==> src/rtl/gfla_pkg.sv <==
`timescale 1ns / 1ps
// ----------------------------------------------------------------------------
// gfla_pkg
// Shared types and constants of the group favoring lock arbiter.
// ----------------------------------------------------------------------------
package gfla_pkg;

   localparam int unsigned PCT_BASE  = 100;
   localparam logic [31:0] LCG_MUL   = 32'd1664525;
   localparam logic [31:0] LCG_ADD   = 32'd1013904223;
   // x / 100 == (x * PCT_RECIP) >> PCT_SHIFT for every 32-bit x
   localparam logic [31:0] PCT_RECIP = 32'h51EB851F;
   localparam int          PCT_SHIFT = 37;

   typedef enum logic [1:0] {
      REQ_CREATE  = 2'd0,
      REQ_DESTROY = 2'd1,
      REQ_ACQUIRE = 2'd2,
      REQ_RELEASE = 2'd3
   } req_kind_type;

   typedef enum logic [1:0] {
      ST_OK      = 2'd0,
      ST_NO_SLOT = 2'd1,
      ST_BAD_IDX = 2'd2,
      ST_FULL    = 2'd3
   } status_type;

endpackage

==> src/rtl/gfla_if.sv <==
`timescale 1ns / 1ps
// ----------------------------------------------------------------------------
// gfla_req_if / gfla_rsp_if / gfla_csr_if
// Valid/ready channels of the lock arbiter.
// ----------------------------------------------------------------------------
interface gfla_req_if #(parameter int ID_WIDTH = 16, parameter int GROUP_WIDTH = 16);
   logic                   valid;
   logic                   ready;
   logic [1:0]             req_type;
   logic [3:0]             lock_index;
   logic [ID_WIDTH-1:0]    requester_id;
   logic [GROUP_WIDTH-1:0] requester_group;
   logic [6:0]             favor_percent;
   modport source (output valid, req_type, lock_index, requester_id, requester_group,
                   favor_percent, input ready);
   modport sink (input valid, req_type, lock_index, requester_id, requester_group,
                 favor_percent, output ready);
endinterface


==> src/rtl/gfla_front.sv <==
`timescale 1ns / 1ps
// ----------------------------------------------------------------------------
// gfla_front
// Accepts request beats and holds them in a two-entry queue for the engine.
// ----------------------------------------------------------------------------
module gfla_front #(
   parameter int ID_WIDTH    = 16,
   parameter int GROUP_WIDTH = 16
) (
   input  logic                   clock,
   input  logic                   reset,
   gfla_req_if.sink               req,
   input  logic                   pop,
   output logic                   q_valid,
   output logic [1:0]             q_type,
   output logic [3:0]             q_index,
   output logic [ID_WIDTH-1:0]    q_id,
   output logic [GROUP_WIDTH-1:0] q_group,
   output logic [6:0]             q_favor
);
   import gfla_pkg::*;

   localparam int W = 2 + 4 + ID_WIDTH + GROUP_WIDTH + 7;

   logic [W-1:0] mem_ff [2];
   logic         wp_ff, wp_in, rp_ff, rp_in;
   logic [1:0]   cnt_ff, cnt_in;
   logic         push;
   logic [W-1:0] head;

   assign req.ready = (cnt_ff != 2'd2);
   assign push      = req.valid && req.ready;
   assign q_valid   = (cnt_ff != 2'd0);
   assign head      = mem_ff[rp_ff];
   assign {q_type, q_index, q_id, q_group, q_favor} = head;

   always_comb begin
      wp_in  = push ? ~wp_ff : wp_ff;
      rp_in  = (pop && q_valid) ? ~rp_ff : rp_ff;
      cnt_in = cnt_ff + {1'b0, push} - {1'b0, pop && q_valid};
   end

   always_ff @(posedge clock) begin
      if (reset) begin
         wp_ff  <= 1'b0;
         rp_ff  <= 1'b0;
         cnt_ff <= 2'd0;
      end else begin
         wp_ff  <= wp_in;
         rp_ff  <= rp_in;
         cnt_ff <= cnt_in;
      end
      if (push) begin
         mem_ff[wp_ff] <= {req.req_type, req.lock_index, req.requester_id,
                           req.requester_group, req.favor_percent};
      end
   end
endmodule

==> src/flat_wrapper.sv <==
// flat-port wrapper written by rule: the top's interface ports become plain ports
module gfla_front_flat import gfla_pkg::*;
#(
   parameter int ID_WIDTH    = 16,
   parameter int GROUP_WIDTH = 16
)
  (clock, reset, pop, q_valid, q_type, q_index, q_id, q_group, q_favor, req_valid, req_req_type, req_lock_index, req_requester_id, req_requester_group, req_favor_percent, req_ready);
  gfla_req_if #(.ID_WIDTH(ID_WIDTH), .GROUP_WIDTH(GROUP_WIDTH)) req_i ();
  input  logic clock;
  input  logic reset;
  input  logic pop;
  output logic q_valid;
  output logic [1:0] q_type;
  output logic [3:0] q_index;
  output logic [ID_WIDTH-1:0] q_id;
  output logic [GROUP_WIDTH-1:0] q_group;
  output logic [6:0] q_favor;
  input wire logic [$bits(req_i.valid)-1:0] req_valid;
  input wire logic [$bits(req_i.req_type)-1:0] req_req_type;
  input wire logic [$bits(req_i.lock_index)-1:0] req_lock_index;
  input wire logic [$bits(req_i.requester_id)-1:0] req_requester_id;
  input wire logic [$bits(req_i.requester_group)-1:0] req_requester_group;
  input wire logic [$bits(req_i.favor_percent)-1:0] req_favor_percent;
  output wire logic [$bits(req_i.ready)-1:0] req_ready;
  assign req_i.valid = req_valid;
  assign req_i.req_type = req_req_type;
  assign req_i.lock_index = req_lock_index;
  assign req_i.requester_id = req_requester_id;
  assign req_i.requester_group = req_requester_group;
  assign req_i.favor_percent = req_favor_percent;
  assign req_ready = req_i.ready;
  gfla_front #(.ID_WIDTH(ID_WIDTH), .GROUP_WIDTH(GROUP_WIDTH)) u_core (.clock(clock), .reset(reset), .req(req_i), .pop(pop), .q_valid(q_valid), .q_type(q_type), .q_index(q_index), .q_id(q_id), .q_group(q_group), .q_favor(q_favor));
endmodule
==> config.mk <==
export PLATFORM = sky130hd
export DESIGN_NAME = gfla_front_flat
export DESIGN_NICKNAME = d
export VERILOG_FILES = /design/src/rtl/gfla_pkg.sv /design/src/rtl/gfla_if.sv /design/src/rtl/gfla_front.sv /design/src/flat_wrapper.sv
export SDC_FILE = /design/constraint.sdc
export NUM_CORES = 1
export LEC_CHECK = 0
export BUFFER_PORTS_ARGS = -buffer_cell sky130_fd_sc_hd__buf_2
export CAP_MARGIN = 10
export CORE_MARGIN = 2
export CORE_UTILIZATION = 40
export CTS_BUF_LIST = sky130_fd_sc_hd__clkbuf_16
export DETAILED_ROUTE_END_ITERATION = 8
export PLACE_DENSITY = 0.7
export SETUP_SLACK_MARGIN = 0.05
export SYNTH_ARGS = -nofsm -noshare
export SYNTH_HDL_FRONTEND = slang
export SYNTH_SLANG_ARGS = --single-unit
==> constraint.sdc <==
create_clock -name clock -period 4.3 [get_ports clock]
set_clock_uncertainty 0.1 [all_clocks]
set_input_delay 1.29 -clock clock [delete_from_list [all_inputs] [get_ports clock]]
set_output_delay 1.29 -clock clock [all_outputs]
set_load 0.02 [all_outputs]
# [Word-level counts from Yosys, hierarchy flattened]
# Memory sizes are Yosys's and may differ from the RTL's. A register that Yosys moved wholly into a read port is not among the register bits.
# Index checks and enable logic that the tools add are counted.
# W data, S select, Z words.
[totals] mem_count=1 wordCells=16 regBits=4 ramBits=90
[op_classes] eq_ne=1 reduce_logical=3 bitwise_logic=2 n_mux=4 n_addsub=2
[mem_list] name="u_core.mem_ff" depth=2 word_bits=45 read_ports=1 rd_ports_with_merged_regs=1 write_ports=1 line_no="gfla_front.sv:25" text="logic [W-1:0] mem_ff [2];"
[op_table] cell="$mux W1" n=4
[op_table] cell="$add A2 B1 Y2" n=1
[op_table] cell="$logic_and A1 B1 Y1" n=2
[op_table] cell="$ne A2 B2 Y1 const B" n=1
[op_table] cell="$not A1 Y1" n=2
[op_table] cell="$reduce_bool A2 Y1" n=1
[op_table] cell="$sub A2 B1 Y2" n=1

# [Longest topological paths before layout]
[logic_depth] ltp_word=4 ltp_mapped=7

# [Worst setup path before layout]
# Ideal clock, no wire load.
[synth_timing] path_type="input to register" start="input port req_valid" end="memory u_core.mem_ff[0][0] in the netlist's numbering (enable)" slack_ns=0.275 path_buffers=0 setup_ns=0.453 stages=2 arrival_time_ns=3.472 path_cell_list="and2_1 nor2b_1"
[synth_between] elab_chain_len=3
[synth_lines] element="from (decl)" line_no="flat_wrapper.sv:18" text="input wire logic [$bits(req_i.valid)-1:0] req_valid;"
[synth_lines] element="$logic_and A1 B1 Y1" line_no="gfla_front.sv:32" text="assign push = req.valid && req.ready;"
[synth_lines] element="$mux W1" line_no="gfla_front.sv:53" text="if (push) begin"
[synth_lines] element="$mux W1 (not written as such)" line_no="gfla_front.sv:54" text="mem_ff[wp_ff] <= {req.req_type, req.lock_index, req.requester_id,"
[synth_lines] element="to (decl)" line_no="gfla_front.sv:25"
# No other way between the ends.

==> qor.csv <==
stage,metric,value,unit
worst_setup_path,cp-end-kind,primary output,
timing,final-setup-viol-count,0,
timing,tightest_slew,1070,ps
synth,synth.distinct_cells,21,
worst_setup_path,worst_setup_path_start_kind,flop,
route,wl_per_cell,15.0,um
pwr,total_power,2.84,mW
clock_network,clk_latency,330,ps
synth,synth_xor_area_frac,0.00475,
clock_network,cts_num_sinks,95,
synth,synth_ff_type,edfxtp_1,
synth,ys_warn_count,0,
grt,grt_pass1_wl,8930,um
cells_and_area,syn2layout_area_growth,22.8,%
route,drtIter0Drc,36,
route,drtPass1Iterations,4,
clock_network,clk_pin_slew,60,ps
synth,ys_seq_area_frac,0.759,
pwr,power_leakage,1.78,nW
cells_and_area,fin_area,0.00453,mm^2
grt,busiest_layer,met2,
clock_network,cts-root-buf,clkbuf_16,
worst_setup_path,r2r_cells,2,
synth,async_flop_share,0,
synth,synthTopCellsByCount,"edfxtp_1, mux2_4, dfxtp_1, mux2_2",
placed_design,gp_congestion,0.718,
synth,synthMuxAreaShare,0.178,
grt,grt_pass1_vias,1857,
grt,grt_max_degree,46,
clock_network,ctsResizeCount,0,
worst_setup_path,r2r-start,u_core.cnt_ff[0],
floorplan,die_h,100,um
synth,synth_top_family_by_area,multiplexers,
synth,yosys.area_share.simple,0.0210,
grt,grtUsageTotal,0.121,
timing,fin_crit_sh,0.745,
synth,syn_avg_cell_area,22.1,um^2
clock_network,post-cts-setup-buffers,0,
worst_setup_path,worstPathMaxFanout,45,
clock_network,htreeDepth,3,
placed_design,place_hpwl,3620,um
pwr,ir_drop,0.419,mV
timing,finalHoldViolCount,0,
min_path,hold_path_class,flop to flop,
floorplan,fp.dieW,100,um
synth,synth_nets,218,
synth,yosysTopAreaCell,edfxtp_1,
grt,met1_usage,0.139,
route,drt-total-wl,5770,um
route,ant_nets,0,
floorplan,core,0.00911,mm^2
min_path,hp-start,u_core.rp_ff,
synth,synth_area,0.00369,mm^2
worst_setup_path,path_class,flop to primary output,
floorplan,io_pins,96,
synth,yosysTopAreaCellShare,0.732,
route,drc,0,
grt,grtUsageMet2,0.204,
synth,ys_ff_latch,95,
cells_and_area,drive_gt1_frac,0.591,
grt,antenna_found_initial,0,
route,vias,1782,
placed_design,port_buffers,95,
cells_and_area,nets,320,
synth,synth_compound_area_frac,0.00339,
pwr,power_per_cell_area,626,mW/mm^2
floorplan,start_util,0.405,
grt,grt_overflow,0,
synth,synth.most_common_cell,edfxtp_1,
run_status,status,finished clean,
floorplan,rows,35,
synth,syn_inst,167,
clock_network,cts_buffers,9,
timing,relSlewSlack,0.287,
timing,fmax,0.312,GHz
worst_setup_path,cp.required,2910,ps
grt,met3_usage,0.0390,
clock_network,clockBufferDepth,2,
flow_run,cap_violations,0,
synth,synth_area_leaders,"edfxtp_1, mux2_4, dfxtp_1",
placed_design,placed_area,0.00423,mm^2
route,viasPerCell,4.63,
timing,maxSlewViolCount,0,
timing,finalCriticalPeriod,3200,ps
cells_and_area,n_antenna_cell,0,
synth,synthAdderAreaFrac,0.00678,
floorplan,dieArea,0.0100,mm^2
timing,fin_tns_setup,0,ps
clock_network,cts_tree,yes,
worst_setup_path,critPathArrivalTime,1810,ps
synth,synth_edf_count,90,
clock_network,postCtsHoldBufs,0,
min_path,hold_depth,2,
timing,rsz0062_at_grt,false,
==> worst max-delay path, stage by stage, from the launching register on <==
cell and delay (ps):
dfxtp_4 910, mux2_2 410, buf_2 160
==> stage by stage <==
stage	std cells	setup WS [ps]	hold slack, ps	util
2_1_floorplan	167	275	364	-
3_3_place_gp	369	1410	396	0.465
3_5_place_dp	369	1410	401	0.465
4_1_cts	385	1040	427	0.498
5_1_grt	385	996	469	0.498
6_report	385	1100	425	0.498
==> per-layer routing <==
layer	routed length [um]	vias to the layer above
li1	-	851
met1	2280	863
met2	3000	58
met3	390	10
met4	99	0
met5	0	-
==> registers in the layout, indices dropped and copies added (netlist names), named ones only <==
register,cells
u_core.wp_ff,1
u_core.rp_ff,1
u_core.mem_ff,90
u_core.cnt_ff,2
==> where the power goes <==
part | total, mW | switching (mW) | internal [mW]
registers | 1.30 | 0.120 | 1.18
logic | 0.761 | 0.382 | 0.379
clock network | 0.778 | 0.327 | 0.451
==> worst paths after layout <==
path	to	slack, ps
max reg2reg	u_core.mem_ff[1][9]	2380
min	flop	430
max	q_favor[1]	1100
min reg2reg	flop	430
==> layout make-up <==
type | count | area, um^2
Fill cell | 781 | 4580
Sequential cell | 95 | 2810
Multi-Input combinational cell | 65 | 798
Timing Repair Buffer | 96 | 483
Clock buffer | 9 | 225
Tap cell | 111 | 139
Clock inverter | 7 | 72.6
Inverter | 2 | 7.51
==> kinds of logic (layout without fill, tap and decap cells) <==
group / after synthesis / after routing
adder cells (fa/ha/maj): 2 / 2
AND/OR/NAND/NOR: 14 / 14
flip-flops: 95 / 95
AO/OA/AOI/OAI: 2 / 2
XOR/XNOR: 2 / 2
multiplexers: 45 / 45
buffers and inverters: 7 / 114
==> cell usage in the layout, fill, tap and decap left out, drive strengths merged, types with 3 or more instances in the layout <==
cell type  count
inv            3
edfxtp        90
mux2          45
nor2           4
dfxtp          5
clkbuf         9
clkinv         3
buf           96
Note: power is estimated with default switching activity, not from simulation.
